`config.mk`:
```
export PLATFORM = sky130hd
export DESIGN_NAME = string_to_signed_integer_parser
export DESIGN_NICKNAME = d
export VERILOG_FILES = /design/src/rtl/core/stoi_pkg.sv /design/src/rtl/core/string_to_signed_integer_parser.sv
export SDC_FILE = /design/constraint.sdc
export NUM_CORES = 1
export LEC_CHECK = 0
export ABC_CLOCK_PERIOD_IN_PS = 9660
export BUFFER_PORTS_ARGS = -buffer_cell sky130_fd_sc_hd__buf_2
export CORE_AREA = 4 4 260 262
export CTS_CLUSTER_SIZE = 24
export DETAILED_ROUTE_END_ITERATION = 10
export DIE_AREA = 0 0 264 266
export PLACE_DENSITY_LB_ADDON = 0.08
export SYNTH_ARGS = -nofsm -noshare
export SYNTH_HDL_FRONTEND = slang
export SYNTH_SLANG_ARGS = --single-unit
```
`constraint.sdc`:
```
create_clock -name i_clk -period 9.66 [get_ports i_clk]
set_input_delay 0.966 -clock i_clk [delete_from_list [all_inputs] [get_ports i_clk]]
set_output_delay 0.966 -clock i_clk [all_outputs]
set_load 0.005 [all_outputs]
```
`src/rtl/core/stoi_pkg.sv`:
```
package stoi_pkg;

    // Widths fixed by the item layout
    localparam int unsigned CHAR_W        = 8;
    localparam int unsigned BASE_W        = 6;
    localparam int unsigned VALUE_W       = 64;
    localparam int unsigned END_OFFSET_W  = 16;
    localparam int unsigned DIGIT_W       = 6;
    localparam int unsigned IN_TDATA_W    = 8;
    localparam int unsigned OUT_TDATA_W   = 88;
    localparam int unsigned OUT_PAD_W     = OUT_TDATA_W - VALUE_W - 1 - END_OFFSET_W;

    // Default for the byte counter width
    localparam int unsigned OFFSET_BITS_DEF = 16;

    // Base register codes
    localparam logic [BASE_W-1:0] BASE_AUTO   = 6'd0;
    localparam logic [BASE_W-1:0] BASE_ONE    = 6'd1;
    localparam logic [BASE_W-1:0] BASE_MIN    = 6'd2;
    localparam logic [BASE_W-1:0] BASE_OCT    = 6'd8;
    localparam logic [BASE_W-1:0] BASE_DEC    = 6'd10;
    localparam logic [BASE_W-1:0] BASE_HEX    = 6'd16;
    localparam logic [BASE_W-1:0] BASE_MAX    = 6'd36;

    // Characters
    localparam logic [CHAR_W-1:0] CHAR_ZERO   = 8'h30;
    localparam logic [CHAR_W-1:0] CHAR_NINE   = 8'h39;
    localparam logic [CHAR_W-1:0] CHAR_UC_A   = 8'h41;
    localparam logic [CHAR_W-1:0] CHAR_UC_Z   = 8'h5A;
    localparam logic [CHAR_W-1:0] CHAR_LC_A   = 8'h61;
    localparam logic [CHAR_W-1:0] CHAR_LC_Z   = 8'h7A;
    localparam logic [CHAR_W-1:0] CHAR_UC_OFS = 8'd55;   // 'A' - 10
    localparam logic [CHAR_W-1:0] CHAR_LC_OFS = 8'd87;   // 'a' - 10
    localparam logic [CHAR_W-1:0] CHAR_MINUS  = 8'h2D;
    localparam logic [CHAR_W-1:0] CHAR_PLUS   = 8'h2B;
    localparam logic [CHAR_W-1:0] CHAR_LC_X   = 8'h78;
    localparam logic [CHAR_W-1:0] CHAR_UC_X   = 8'h58;
    localparam logic [CHAR_W-1:0] CHAR_SPACE  = 8'h20;
    localparam logic [CHAR_W-1:0] CHAR_TAB    = 8'h09;
    localparam logic [CHAR_W-1:0] CHAR_CR     = 8'h0D;

    // Digit code for a byte that is no digit in any base
    localparam logic [DIGIT_W-1:0] NOT_DIGIT  = 6'd63;

    // Saturation limits
    localparam logic [VALUE_W-1:0] POS_LIMIT  = 64'h7FFF_FFFF_FFFF_FFFF;
    localparam logic [VALUE_W-1:0] NEG_LIMIT  = 64'h8000_0000_0000_0000;

    typedef enum logic [2:0] {
        PH_DONE,
        PH_LEAD,
        PH_SIGNED,
        PH_ZERO,
        PH_PREFIX,
        PH_DIGITS
    } t_phase;

    typedef enum logic [1:0] {
        DS_NONE,
        DS_DIGITS,
        DS_OVER
    } t_dstat;

    // Map a byte to its digit value, either letter case
    function automatic logic [DIGIT_W-1:0] digit_of(input logic [CHAR_W-1:0] b);
        logic [CHAR_W-1:0] d;
        d = '0;
        if (b >= CHAR_ZERO && b <= CHAR_NINE) begin
            d = b - CHAR_ZERO;
        end else if (b >= CHAR_UC_A && b <= CHAR_UC_Z) begin
            d = b - CHAR_UC_OFS;
        end else if (b >= CHAR_LC_A && b <= CHAR_LC_Z) begin
            d = b - CHAR_LC_OFS;
        end else begin
            d = CHAR_W'(NOT_DIGIT);
        end
        return d[DIGIT_W-1:0];
    endfunction

    // C-locale whitespace
    function automatic logic is_space(input logic [CHAR_W-1:0] b);
        return (b == CHAR_SPACE) || (b >= CHAR_TAB && b <= CHAR_CR);
    endfunction

endpackage

```
`src/rtl/core/string_to_signed_integer_parser.sv`:
```
// Channel   | Dir | tdata (low bit up)                          | tuser
// ----------+-----+---------------------------------------------+---------------
// s_axis    | in  | [7:0] char_byte                             | [0] starts_string
// m_axis    | out | [63:0] value, [64] out_of_range,            | -
//           |     | [80:65] end_offset, [87:81] zero            |
// cfg       | in  | i_cfg_wdata[5:0] base_setting, on i_cfg_wen | -
//
// One item per cycle unless a stalled output holds the input: every byte passes an input register, then one
// multiply-add by the base with an overflow compare updates the parse state.
// A result is written to the result register when the byte that ends the string leaves the input register.
// Reset (synchronous, active low) leaves the parser waiting for a start, base 10.
// A stalled output holds its item; the input register still takes one more byte,
// after which s_axis ready drops until the result is taken.
module string_to_signed_integer_parser
    import stoi_pkg::*;
#(
    parameter int unsigned OFFSET_BITS = OFFSET_BITS_DEF
) (
    input  logic                    i_clk,
    input  logic                    i_rst_n,
    input  logic                    i_cfg_wen,
    input  logic [BASE_W-1:0]       i_cfg_wdata,     // [5:0] base_setting
    input  logic                    i_s_axis_tvalid,
    output logic                    o_s_axis_tready,
    input  logic [IN_TDATA_W-1:0]   i_s_axis_tdata,  // [7:0] char_byte
    input  logic                    i_s_axis_tuser,  // [0] starts_string
    output logic                    o_m_axis_tvalid,
    input  logic                    i_m_axis_tready,
    output logic [OUT_TDATA_W-1:0]  o_m_axis_tdata   // [63:0] value, [64] out_of_range,
                                                     // [80:65] end_offset, rest zero
);

    localparam logic [OFFSET_BITS-1:0] POS_MAX = {OFFSET_BITS{1'b1}};
    localparam int unsigned MAC_W = VALUE_W + BASE_W + 1;

    // Registers
    logic                     r_in_valid;
    logic [CHAR_W-1:0]        r_in_char;
    logic                     r_in_start;
    logic [BASE_W-1:0]        r_base;
    t_phase                   r_phase, n_phase;
    logic                     r_neg, n_neg;
    logic [VALUE_W-1:0]       r_acc, n_acc;
    t_dstat                   r_dstat, n_dstat;
    logic [BASE_W-1:0]        r_ebase, n_ebase;
    logic [OFFSET_BITS-1:0]   r_pos, n_pos;
    logic                     r_out_valid;
    logic [VALUE_W-1:0]       r_out_value;
    logic                     r_out_oor;
    logic [END_OFFSET_W-1:0]  r_out_off;

    // Step logic
    logic                     w_adv;
    logic                     w_skip;
    logic                     w_first;
    logic                     w_step;
    logic [OFFSET_BITS-1:0]   w_cur;
    logic [DIGIT_W-1:0]       w_dig;
    logic [BASE_W-1:0]        w_eb;
    logic [MAC_W-1:0]         w_mac;
    logic [MAC_W-1:0]         w_lim;
    logic                     w_emit;
    logic [VALUE_W-1:0]       w_val;
    logic                     w_oor;
    logic [END_OFFSET_W-1:0]  w_off;

    // Advance the held byte when the result register is free or draining
    assign w_adv           = r_in_valid && (!r_out_valid || i_m_axis_tready);
    assign o_s_axis_tready = !r_in_valid || w_adv;

    // Configuration register
    always_ff @(posedge i_clk) begin
        if (!i_rst_n) begin
            r_base <= BASE_DEC;
        end else if (i_cfg_wen) begin
            r_base <= i_cfg_wdata;
        end
    end

    // Input register
    always_ff @(posedge i_clk) begin
        if (!i_rst_n) begin
            r_in_valid <= 1'b0;
        end else if (i_s_axis_tvalid && o_s_axis_tready) begin
            r_in_valid <= 1'b1;
        end else if (w_adv) begin
            r_in_valid <= 1'b0;
        end
    end

    always_ff @(posedge i_clk) begin
        if (i_s_axis_tvalid && o_s_axis_tready) begin
            r_in_char  <= i_s_axis_tdata[CHAR_W-1:0];
            r_in_start <= i_s_axis_tuser;
        end
    end

    // Work out the parse state and any result for the held byte
    always_comb begin
        n_phase = r_phase;
        n_neg   = r_neg;
        n_acc   = r_acc;
        n_dstat = r_dstat;
        n_ebase = r_ebase;
        n_pos   = r_pos;
        w_skip  = 1'b0;
        w_first = 1'b0;
        w_step  = 1'b0;
        w_cur   = '0;
        w_eb    = BASE_DEC;
        w_mac   = '0;
        w_lim   = '0;
        w_emit  = 1'b0;
        w_val   = '0;
        w_oor   = 1'b0;
        w_off   = '0;
        w_dig   = digit_of(r_in_char);

        // A start drops any unfinished string and latches the base
        if (r_in_start) begin
            n_phase = PH_LEAD;
            n_neg   = 1'b0;
            n_acc   = '0;
            n_dstat = DS_NONE;
            n_pos   = '0;
            n_ebase = r_base;
            if (r_base == BASE_ONE || r_base > BASE_MAX) begin
                n_pos   = OFFSET_BITS'(1);
                n_phase = PH_DONE;
                w_emit  = 1'b1;
                w_skip  = 1'b1;
            end
        end

        if (!w_skip) begin
            w_cur = n_pos;
            if (n_phase != PH_DONE && n_pos != POS_MAX) begin
                n_pos = n_pos + 1'b1;
            end

            case (n_phase)
                PH_LEAD: begin
                    if (is_space(r_in_char)) begin
                        n_phase = PH_LEAD;
                    end else if (r_in_char == CHAR_MINUS) begin
                        n_neg   = 1'b1;
                        n_phase = PH_SIGNED;
                    end else if (r_in_char == CHAR_PLUS) begin
                        n_phase = PH_SIGNED;
                    end else begin
                        w_first = 1'b1;
                    end
                end
                PH_SIGNED: begin
                    w_first = 1'b1;
                end
                PH_ZERO: begin
                    if (r_in_char == CHAR_LC_X || r_in_char == CHAR_UC_X) begin
                        // Keep the index of the x while the prefix is open
                        n_acc   = VALUE_W'(w_cur);
                        n_phase = PH_PREFIX;
                    end else begin
                        if (n_ebase == BASE_AUTO) begin
                            n_ebase = BASE_OCT;
                        end
                        w_step = 1'b1;
                    end
                end
                PH_PREFIX: begin
                    n_ebase = BASE_HEX;
                    if (w_dig < DIGIT_W'(BASE_HEX)) begin
                        n_acc   = VALUE_W'(w_dig);
                        n_dstat = DS_DIGITS;
                        n_phase = PH_DIGITS;
                    end else begin
                        // Prefix without a hex digit: only the zero counts
                        w_emit  = 1'b1;
                        w_off   = END_OFFSET_W'(n_acc);
                        n_phase = PH_DONE;
                    end
                end
                PH_DIGITS: begin
                    w_step = 1'b1;
                end
                PH_DONE: begin
                    n_phase = PH_DONE;
                end
                default: begin
                    n_phase = PH_DONE;
                end
            endcase

            // First character after whitespace and sign
            if (w_first) begin
                if ((n_ebase == BASE_AUTO || n_ebase == BASE_HEX)
                    && r_in_char == CHAR_ZERO) begin
                    n_acc   = '0;
                    n_dstat = DS_DIGITS;
                    n_phase = PH_ZERO;
                end else begin
                    if (n_ebase == BASE_AUTO) begin
                        n_ebase = BASE_DEC;
                    end
                    w_step = 1'b1;
                end
            end

            // Accumulate one digit or finish the string
            if (w_step) begin
                w_eb    = (n_ebase < BASE_MIN || n_ebase > BASE_MAX) ? BASE_DEC : n_ebase;
                n_phase = PH_DIGITS;
                if (w_dig >= w_eb) begin
                    w_emit  = 1'b1;
                    n_phase = PH_DONE;
                    case (n_dstat)
                        DS_NONE: begin
                            w_off = '0;
                        end
                        DS_OVER: begin
                            w_val = n_neg ? NEG_LIMIT : POS_LIMIT;
                            w_oor = 1'b1;
                            w_off = END_OFFSET_W'(w_cur);
                        end
                        default: begin
                            w_val = n_neg ? (VALUE_W'(0) - n_acc) : n_acc;
                            w_off = END_OFFSET_W'(w_cur);
                        end
                    endcase
                end else begin
                    w_mac = MAC_W'(n_acc) * MAC_W'(w_eb) + MAC_W'(w_dig);
                    w_lim = MAC_W'(POS_LIMIT) + MAC_W'(n_neg);
                    if (n_dstat == DS_OVER || w_mac > w_lim) begin
                        n_dstat = DS_OVER;
                    end else begin
                        n_acc   = w_mac[VALUE_W-1:0];
                        n_dstat = DS_DIGITS;
                    end
                end
            end
        end
    end

    // Parse state
    always_ff @(posedge i_clk) begin
        if (!i_rst_n) begin
            r_phase <= PH_DONE;
            r_neg   <= 1'b0;
            r_acc   <= '0;
            r_dstat <= DS_NONE;
            r_ebase <= BASE_DEC;
            r_pos   <= '0;
        end else if (w_adv) begin
            r_phase <= n_phase;
            r_neg   <= n_neg;
            r_acc   <= n_acc;
            r_dstat <= n_dstat;
            r_ebase <= n_ebase;
            r_pos   <= n_pos;
        end
    end

    // Result register
    always_ff @(posedge i_clk) begin
        if (!i_rst_n) begin
            r_out_valid <= 1'b0;
        end else if (w_adv && w_emit) begin
            r_out_valid <= 1'b1;
        end else if (i_m_axis_tready) begin
            r_out_valid <= 1'b0;
        end
    end

    always_ff @(posedge i_clk) begin
        if (w_adv && w_emit) begin
            r_out_value <= w_val;
            r_out_oor   <= w_oor;
            r_out_off   <= w_off;
        end
    end

    assign o_m_axis_tvalid = r_out_valid;
    assign o_m_axis_tdata  = {OUT_PAD_W'(0), r_out_off, r_out_oor, r_out_value};

    // A string that gives its result leaves the parser waiting for a start
    a_emit_done: assert property (@(posedge i_clk) disable iff (!i_rst_n)
        (w_adv && w_emit) |=> (r_phase == PH_DONE))
        else $error("parser not idle after a result");

    // A saturated result carries one of the two limits
    a_oor_limit: assert property (@(posedge i_clk) disable iff (!i_rst_n)
        (r_out_valid && r_out_oor) |->
            (r_out_value == POS_LIMIT || r_out_value == NEG_LIMIT))
        else $error("out_of_range without a saturated value");

    // The accumulator never passes the limit for its sign
    a_acc_bound: assert property (@(posedge i_clk) disable iff (!i_rst_n)
        (r_phase == PH_DIGITS && r_dstat == DS_DIGITS) |->
            ((r_neg && r_acc <= NEG_LIMIT) || (!r_neg && r_acc <= POS_LIMIT)))
        else $error("accumulator beyond its limit");

    // Overflow only arises in the digit phase
    a_over_phase: assert property (@(posedge i_clk) disable iff (!i_rst_n)
        (r_dstat == DS_OVER) |-> (r_phase == PH_DIGITS || r_phase == PH_DONE))
        else $error("overflow outside the digit phase");

endmodule

```
### Yosys cells after proc, flatten, opt, wreduce, memory -nomap -nowiden

Cells that the tools add are included.
W data, S select, Z words.

* flip-flop bits (word level): 190
* input bits: 20
* output and inout bits: 90

* $add $sub $neg: 7
* multiply operators: 1
* $lt $le $gt $ge: 14
* equality and inequality tests: 15
* mux-type cells: 88
* bitwise operators: 2
* reduce and logical (&&, ||, !) cells: 27

Operators by type and width (number)
* $mux W64: 12
* $pmux W64 S2: 2
* $mux W16: 8
* $mux W6: 13
* $add A70 B6 Y71: 1
* $gt A71 B64 Y1: 1
* $mul A64 B6 Y70: 1
* $add A63 B1 Y64 const A: 1
* $sub A1 B64 Y64 const A: 1
* $mux W3: 11
* $eq A8 B6 Y1 const B: 4
* $mux W1: 28
* $mux W2: 10
* $add A16 B1 Y16 const B: 1
* $eq A8 B7 Y1 const B: 2
* $ge A8 B7 Y1 const B: 2
* $le A8 B7 Y1 const B: 2
* $ne A16 B16 Y1 const B: 1
* $gt A6 B6 Y1 const B: 2
* $logic_not A6 Y1: 2
* $pmux W3 S4: 1
* $pmux W6 S2: 1
* $sub A6 B6 Y6 const B: 2
* $logic_and A1 B1 Y1: 9
* other kinds (23): 36

### Logic depth before layout (Yosys ltp)

Gate-level depths: netlist (run 1).

* depth in word-level cells: 24
* mapped depth: 48
* gate-level depth less buffers: 45

### Worst setup path before layout (run 1)

No wires, ideal clock.

* path type: reg2reg
* start point: reg r_in_char[0]
* end point: reg r_acc[52]
* setup time: 0.117 ns
* data arrival time: 10.183 ns
* required time: 9.543 ns
* path slack: -0.640 ns
* cell stages (with the launch flop): 46
* clock period less this slack: 10.300 ns
* path through: edfxtp_1 -> inv_1 -> ha_1 -> or4b_4 -> a32oi_1 -> o211a_1 -> buf_6 -> clkinv_2 -> buf_8 -> o211ai_2 -> and2_0 -> buf_2 -> buf_2 -> buf_2 -> buf_1 -> nand3_1 -> fa_1 -> fa_1 -> [10 not listed] -> a31oi_1 -> a221oi_1 -> o21ai_0 -> xor2_1 -> ha_1 -> nand4_1 -> or2_2 -> nor4b_1 -> nand2_1 -> o22ai_1 -> a21o_1 -> o211a_1 -> nand4_1 -> nor3_1 -> buf_4 -> o32ai_4 -> buf_2 -> a22o_1

* cells in the longest elaborated chain, start to end: 22

Ends and longest elaborated chain
* from (decl): RTL line string_to_signed_integer_parser.sv:38 `logic [CHAR_W-1:0] r_in_char;`
* from (signal assigned): RTL line string_to_signed_integer_parser.sv:93 `r_in_char <= i_s_axis_tdata[CHAR_W-1:0];`
* $eq A8 B7 Y1: RTL line string_to_signed_integer_parser.sv:158 `if (r_in_char == CHAR_LC_X || r_in_char == CHAR_UC_X) begin`
* $logic_or A1 B1 Y1: RTL line string_to_signed_integer_parser.sv:158
* $mux W6: RTL line string_to_signed_integer_parser.sv:158
* $pmux W6 S2: RTL line string_to_signed_integer_parser.sv:141 `case (n_phase)`
* $mux W6: RTL line string_to_signed_integer_parser.sv:135 `if (!w_skip) begin`
* $eq A6 B5 Y1 / $logic_not A6 Y1 (equally long branches): RTL line string_to_signed_integer_parser.sv:195, string_to_signed_integer_parser.sv:201
* $logic_or A1 B1 Y1: RTL line string_to_signed_integer_parser.sv:195 `if ((n_ebase == BASE_AUTO || n_ebase == BASE_HEX)`
* $logic_and A1 B1 Y1: RTL line string_to_signed_integer_parser.sv:196 `&& r_in_char == CHAR_ZERO) begin`
* [6 not listed]
* $mul A64 B6 Y70: RTL line string_to_signed_integer_parser.sv:230 `w_mac = MAC_W'(n_acc) * MAC_W'(w_eb) + MAC_W'(w_dig);`
* $add A70 B6 Y71: RTL line string_to_signed_integer_parser.sv:230
* $gt A71 B64 Y1: RTL line string_to_signed_integer_parser.sv:232 `if (n_dstat == DS_OVER || w_mac > w_lim) begin`
* $logic_or A1 B1 Y1: RTL line string_to_signed_integer_parser.sv:232
* $mux W64: RTL line string_to_signed_integer_parser.sv:232
* $mux W64: RTL line string_to_signed_integer_parser.sv:212 `if (w_dig >= w_eb) begin`
* $mux W64 (*): RTL line string_to_signed_integer_parser.sv:209 `if (w_step) begin`
* $mux W64 (*): RTL line string_to_signed_integer_parser.sv:135
* to (signal assigned): RTL line string_to_signed_integer_parser.sv:255 `r_acc <= n_acc;`
* to (decl): RTL line string_to_signed_integer_parser.sv:43 `logic [VALUE_W-1:0] r_acc, n_acc;`

Mark *: on every way between the ends. The rest lies on a longest branch, timed or not. The select of a mux whose other input is x is not followed.
A chain may end at the register's enable or synchronous reset.

### Worst setup path in the final report (run 1)

* start point: reg r_in_char[0]
* end point: reg r_acc[31]

Same word-level chain as after synthesis.

==> results by group, run 1 <==
Timing
  • Tcrit/Tclk final: 107%
  • Endpoints failing setup: 66
  • Worst slew margin: 17.4%
  • Fin. Hold Viols: 0
  • RSZ-0062 raised after global routing: yes
  • Clk_skew: 0.0188 ns
  • Actual slew at the worst max-slew pin: 1.24 ns
  • Setup ws final: -0.672 ns
  • Fmax: 96.8 MHz
  • Clock period minus worst slack: 10.33 ns
  • Pins Over Slew Limit: 0

Worst setup path
  • CP peak stage delay: 0.54 ns
  • Crit-path max FO: 13
  • Crit end category: flop
  • Number of cells on the critical path: 50
  • Slowest CP cell: fa_1
  • Worst path required time: 10.12 ns
  • CP startpoint kind: flop
  • Reg2reg setup slack: -0.67 ns
  • Reg2Reg Depth: 50
  • CP Capture Point: r_acc[31]$_SDFFE_PN0P_
  • Critical path's top delay family: compound AO/OA/AOI/OAI gates
  • Crit path arrival time: 10.80 ns
  • Critical Path Start: r_in_char[0]$_DFFE_PP_
  • Kind of critical path: flop to flop
  • Buf/Inv on CP: 13
  • R2r startpoint: r_in_char[0]$_DFFE_PP_
  • R2r endpoint: r_acc[31]$_SDFFE_PN0P_
  • Cell with the most instances on the worst path: buf_4

Route
  • Via/cell ratio: 5.84
  • Initial DRC count: 2288
  • Detail Route Antenna Nets: 0
  • Routed WL: 109000 microns
  • WL/cell: 23.9 microns
  • # DRC: 0
  • Iteration count of the initial detailed-routing pass: 7
  • Via count: 26700

Finish
  • Total Nets Final: 4191
  • Layout area overhead: 29.6%
  • Most common cell after layout, fill and taps aside: buf_4
  • Layout cells sized above 1: 26.5%
  • Non-Filler Instances: 4569
  • Most frequent cells in the layout: buf_4 (620), nor2_1 (316), nand2_1 (309)

Floorplan
  • Core area: 65400 sq um
  • Cell Rows: 94
  • Die area: 70200 sq um
  • Die Ht: 266 microns
  • Initial Util: 39.7%
  • IO Count: 110
  • Die Wd: 264 microns

Synth
  • Synthesized cell area: 26000 sq um
  • Syn Inst Count: 3119
  • Post-synthesis register bit count: 190
  • Yosys cell types: 103
  • Asr flop ratio synth: 0%
  • Ys flop type: dfxtp_1
  • Seq/Total Area, Yosys: 18.1%
  • Warnings from Yosys: 0
  • Syn Area/Cell: 8.33 sq um
  • EDFF count, synth: 90

Place
  • Placed wire-length estimate: 85400 microns
  • Port Buf Inserts: 102
  • Gp weighted congestion: 1.03
  • # placed instances: 4489

CTS
  • CTS H-tree lvls: 4
  • Worst-Skew Late Latency: 0.53 ns
  • # clock sinks: 190
  • Clock edge transition at the registers on the reported setup and hold paths: 0.09 ns
  • Root Buffer: clkbuf_16
  • CTS Buf Count: 17
  • Max clock buf depth: 2
  • CTS tree: built

Pwr
  • Overall power: 2.11 mW
  • Gate power share: 20.3%
  • Switch share: 34.0%
  • Internal Power: 1.39 mW
  • Max VDD drop: 0.0842 mV
  • Part of the power in registers: 40.9%
  • NetSw: 0.718 mW
  • Clock network power share: 38.8%
  • PwrDens: 62.7 nW/um^2
  • Leakage power: 16.3 nW

Global routing
  • Vias in the first global route: 27100
  • Global Route Usage Sum: 30.8%
  • Gr ovfl total: 0
  • First-pass GRT wire length: 167000 microns
  • Largest net degree at the start of global routing: 65
  • Initial antenna violation count: 5

Hold path
  • Hold crit path type: flop to flop
  • Hold Path Depth: 2

Status
  • Outcome: finished with violations
  • Failing checks: setup timing

Run
  • Number of max-cap violations: 0
-- area by class of cell --
| type | count | area (sq um) |
|---|---|---|
| diodes | 3 | 7.51 |
| clock buffers | 18 | 450 |
| clock inverters | 14 | 200 |
| fillers | 6278 | 31700 |
| inverters | 217 | 827 |
| multi-input cells | 2498 | 20400 |
| flip-flops and latches | 190 | 4700 |
| well taps | 864 | 1080 |
| repair buffers | 765 | 6020 |
-- routing by layer --
metal  wire length [microns]  vias to the layer above  GRT usage [%]
met3                    7870                      230           5.75
met2                   50400                     1153           50.3
li1                        -                    12100              -
met1                   45800                    13100           40.5
met4                    5260                        2           12.7
met5                      11                        -              0
-- kinds of logic (layout without fill, tap and decap cells) --
family          after synthesis  in the layout  synth area share [%]
compound gates              770            770                  19.7
xor+xnor                     80             80                  2.70
fa+ha+maj                   482            482                  30.5
buf+inv                     437           1014                  6.77
flops                       190            190                  18.1
mux                          46             46                  1.81
other cells                   1             10                0.0144
simple gates               1113           1113                  20.4
-- power by group through the flow --
stage	clock network [mW]	logic [mW]	registers, mW
6_report	0.820	0.428	0.863
5_1_grt	0.864	0.452	0.864
4_1_cts	0.838	0.416	0.863
3_5_place_dp	0	0.374	0.881
3_3_place_gp	0	0.371	0.880
2_1_floorplan	0	0.192	0.882
-- flip-flops by register name (all words and copies together), names as in the netlist --
name	flops
o_m_axis_tvalid	1
r_acc	64
r_base	6
r_dstat	2
r_ebase	6
r_in_char	8
r_in_start	1
r_in_valid	1
r_neg	1
r_out_off	16
r_out_oor	1
r_out_value	64
r_phase	3
r_pos	16
-- stage by stage --
stage	setup slack [ns]	hold slack (ns)	cell area [sq um]	TNS (ns)	util (%)
4_1_cts	-0.578	0.461	33400	-31.49	51.1
2_1_floorplan	0.0134	0.427	26100	0	-
6_report	-0.672	0.462	33700	-38.09	51.5
3_3_place_gp	-1.49	0.434	31700	-95.33	48.5
3_5_place_dp	-1.58	0.449	31700	-101.01	48.5
5_1_grt	-1.13	0.482	33700	-67.78	51.5
-- worst min-delay path by stage --
| stage | startpoint | endpoint | slack (ns) |
|---|---|---|---|
| 6_report | r_pos[1]$_SDFFE_PN0P_ | r_pos[1]$_SDFFE_PN0P_ | 0.46 |
| 5_1_grt | r_pos[1]$_SDFFE_PN0P_ | r_pos[1]$_SDFFE_PN0P_ | 0.48 |
| 3_3_place_gp | r_pos[1]$_SDFFE_PN0P_ | r_pos[1]$_SDFFE_PN0P_ | 0.43 |
| 3_5_place_dp | r_pos[1]$_SDFFE_PN0P_ | r_pos[1]$_SDFFE_PN0P_ | 0.45 |
| 4_1_cts | r_pos[1]$_SDFFE_PN0P_ | r_pos[1]$_SDFFE_PN0P_ | 0.46 |
| 2_1_floorplan | r_pos[1]$_SDFFE_PN0P_ | r_pos[1]$_SDFFE_PN0P_ | 0.43 |
-- cells in the mapped netlist (all sizes together) (50+ instances only) --
master / instances / share of area, %
a21oi: 207 / 4.1
edfxtp: 90 / 10
clkbuf: 156 / 2.3
fa: 252 / 19
inv: 212 / 3.1
ha: 230 / 11
nand2: 316 / 4.6
a22o: 65 / 2.2
nor2: 337 / 4.9
nand3: 115 / 2.3
nor3: 52 / 1.1
and2: 50 / 1.2
o21ai: 170 / 3.3
nand4: 51 / 1.2
buf: 64 / 1.4
dfxtp: 100 / 7.7
-- tightest hold or removal path: stages (launching register included) --
cell and delay [ns]:
dfxtp_1 0.32, nand2_1 0.05, a21oi_1 0.05
-- repair_timing --
item                                    4_1_cts  5_1_grt
setup buffers                                32        7
endpoints found under the setup margin       66       66
pin swaps                                    56       35
resized for setup                           126       48
gates cloned                                  8        0
hold buffers                                  0        0
No activity file was read; power rests on OpenSTA's default activity.
==> run 2: changes to the inputs <==
Settings changed: CELL_PAD_IN_SITES_DETAIL_PLACEMENT set to 1, CELL_PAD_IN_SITES_GLOBAL_PLACEMENT set to 1, GPL_TIMING_DRIVEN set to 0, TNS_END_PERCENT set to 10.
==> run 2 against run 1 <==
  * The run still ends with setup timing left
  * Worst setup slack lost 0.61 ns
  * Total power about the same
  * Fmax is 5.6% lower
  * Routed wire length increased by 10%
  * Clock skew rose by 0.0037 ns
  * First-iteration DRC count down 2.3%
  * Register-to-register slack worse by 0.61 ns
  * Sequential power barely moved
  * Clock power down 0.9%
  * Critical path type unchanged
  * Critical endpoint is now r_acc[55]$_SDFFE_PN0P_
  * Largest cell class unchanged
==> results by group, run 2 (same netlist as run 1, synthesis figures left out) <==
Status
  • Outcome: finished with violations
  • Failing checks: setup timing

Global routing
  • Largest net degree at the start of global routing: 49
  • Gr ovfl total: 0
  • Global Route Usage Sum: 34.0%
  • Initial antenna violation count: 5
  • Vias in the first global route: 28100
  • First-pass GRT wire length: 182000 microns

Timing
  • RSZ-0062 raised after global routing: yes
  • Tcrit/Tclk final: 113%
  • Worst slew margin: 21.2%
  • Fmax: 91.4 MHz
  • Pins Over Slew Limit: 0
  • Clock period minus worst slack: 10.95 ns
  • Endpoints failing setup: 66
  • Actual slew at the worst max-slew pin: 1.18 ns
  • Setup ws final: -1.29 ns
  • Final setup TNS: -77.12 ns
  • Hold slack: 0.491 ns
  • Fin. Hold Viols: 0
  • Clk_skew: 0.0226 ns

Finish
  • Design area: 32500 sq um
  • Total Nets Final: 3906
  • Most common cell after layout, fill and taps aside: nor2_1
  • Layout cells sized above 1: 23.4%
  • Top Registers: r_acc: 64 flops, r_out_value: 64 flops
  • Most frequent cells in the layout: nor2_1 (277), nand2_1 (276), fa_1 (250)
  • Layout area overhead: 25.2%
  • Fill count: 7652
  • Util after Layout: 49.7%

Place
  • Port Buf Inserts: 101
  • Gp weighted congestion: 0.980
  • Pre-CTS setup slack: -6.38 ns
  • Placed wire-length estimate: 92400 microns
  • Placed cell area: 27800 sq um

Worst setup path
  • Crit end category: flop
  • CP peak stage delay: 0.53 ns
  • Slowest CP cell: or4b_4
  • Worst path required time: 10.06 ns
  • Crit path arrival time: 11.34 ns
  • Crit-path max FO: 10
  • CP startpoint kind: flop
  • Kind of critical path: flop to flop
  • Cell with the most instances on the worst path: buf_4

Route
  • Via count: 26600
  • WL/cell: 28.2 microns
  • Iteration count of the initial detailed-routing pass: 5
  • Routed WL: 121000 microns
  • Detail Route Antenna Nets: 0
  • Via/cell ratio: 6.21
  • Initial DRC count: 2235
  • # DRC: 0

CTS
  • Max clock buf depth: 2
  • # clock sinks: 190
  • CTS Buf Count: 17
  • Root Buffer: clkbuf_16
  • Hold_buf cts: 0
  • CTS H-tree lvls: 4
  • CTS tree: built
  • Clock edge transition at the registers on the reported setup and hold paths: 0.09 ns
  • Worst-Skew Late Latency: 0.53 ns

Floorplan
  • Cell Rows: 94
  • IO Count: 110
  • Initial Util: 39.7%
  • Core area: 65400 sq um
  • Die Ht: 266 microns
  • Die area: 70200 sq um
  • Die Wd: 264 microns

Pwr
  • PwrDens: 64.9 nW/um^2
  • Leakage power: 14.8 nW
  • Max VDD drop: 0.0986 mV

Run
  • Number of max-cap violations: 0

Hold path
  • Hold crit path type: flop to flop
==> run 2: critical path: cells and delay by family (launching register included) <==
kind,cells,cell delay [ns]
AND/OR/NAND/NOR,8,1.65
flip-flops,1,0.52
adder cells (fa/ha/maj),6,2.42
XOR/XNOR,1,0.16
buffers and inverters,32,4.34
AO/OA/AOI/OAI,9,1.73
==> run 2: worst paths after layout <==
path / cells past startpoint / slack (ns) / startpoint / endpoint
setup / recovery: 56 / -1.29 / r_in_char[0]$_DFFE_PP_ / r_acc[55]$_SDFFE_PN0P_
setup reg to reg: 56 / -1.29 / r_in_char[0]$_DFFE_PP_ / r_acc[55]$_SDFFE_PN0P_
hold / removal: 2 / 0.49 / r_pos[1]$_SDFFE_PN0P_ / r_pos[1]$_SDFFE_PN0P_
hold reg to reg: 2 / 0.49 / r_pos[1]$_SDFFE_PN0P_ / r_pos[1]$_SDFFE_PN0P_
==> run 2: final cells by class <==
type	count	area [sq um]	area share [%]
Multi-Input combinational cell	2498	21700	66.7
Sequential cell	190	4700	14.5
Timing Repair Buffer	293	2220	6.83
Buffer	187	1330	4.10
Tap cell	864	1080	3.32
Inverter	217	847	2.60
Clock buffer	17	425	1.31
Clock inverter	15	213	0.654
Antenna cell	2	5.00	0.0154
==> run 2: per-layer routing <==
metal | global-route usage [%] | routed length, microns | share of wire, %
met5 | 0 | 53 | 0.044
met1 | 44.3 | 49800 | 41
met3 | 6.04 | 8670 | 7.2
met2 | 55.0 | 55500 | 46
met4 | 16.2 | 6720 | 5.6
==> run 2: per-stage QoR <==
| stage | cells | total power [mW] |
|---|---|---|
| floorplan | 3125 | 1.07 |
| global placement | 4090 | 1.20 |
| detailed placement | 4095 | 1.22 |
| CTS | 4266 | 2.10 |
| global route | 4281 | 2.17 |
| finish | 4283 | 2.11 |
==> run 2: what timing repair did <==
item | 4_1_cts | 5_1_grt
gates resized for setup | 604 | 53
buffers inserted | 170 | 19
setup endpoints to repair | 76 | 66
cloned | 1 | 0
pin swaps | 174 | 49
==> run 2: power breakdown <==
group / leakage, nW / internal [mW] / switching [mW]
registers: 1.75 / 0.854 / 0.00992
clock network: 0.310 / 0.367 / 0.447
logic: 12.7 / 0.147 / 0.288
total: 14.8 / 1.37 / 0.745
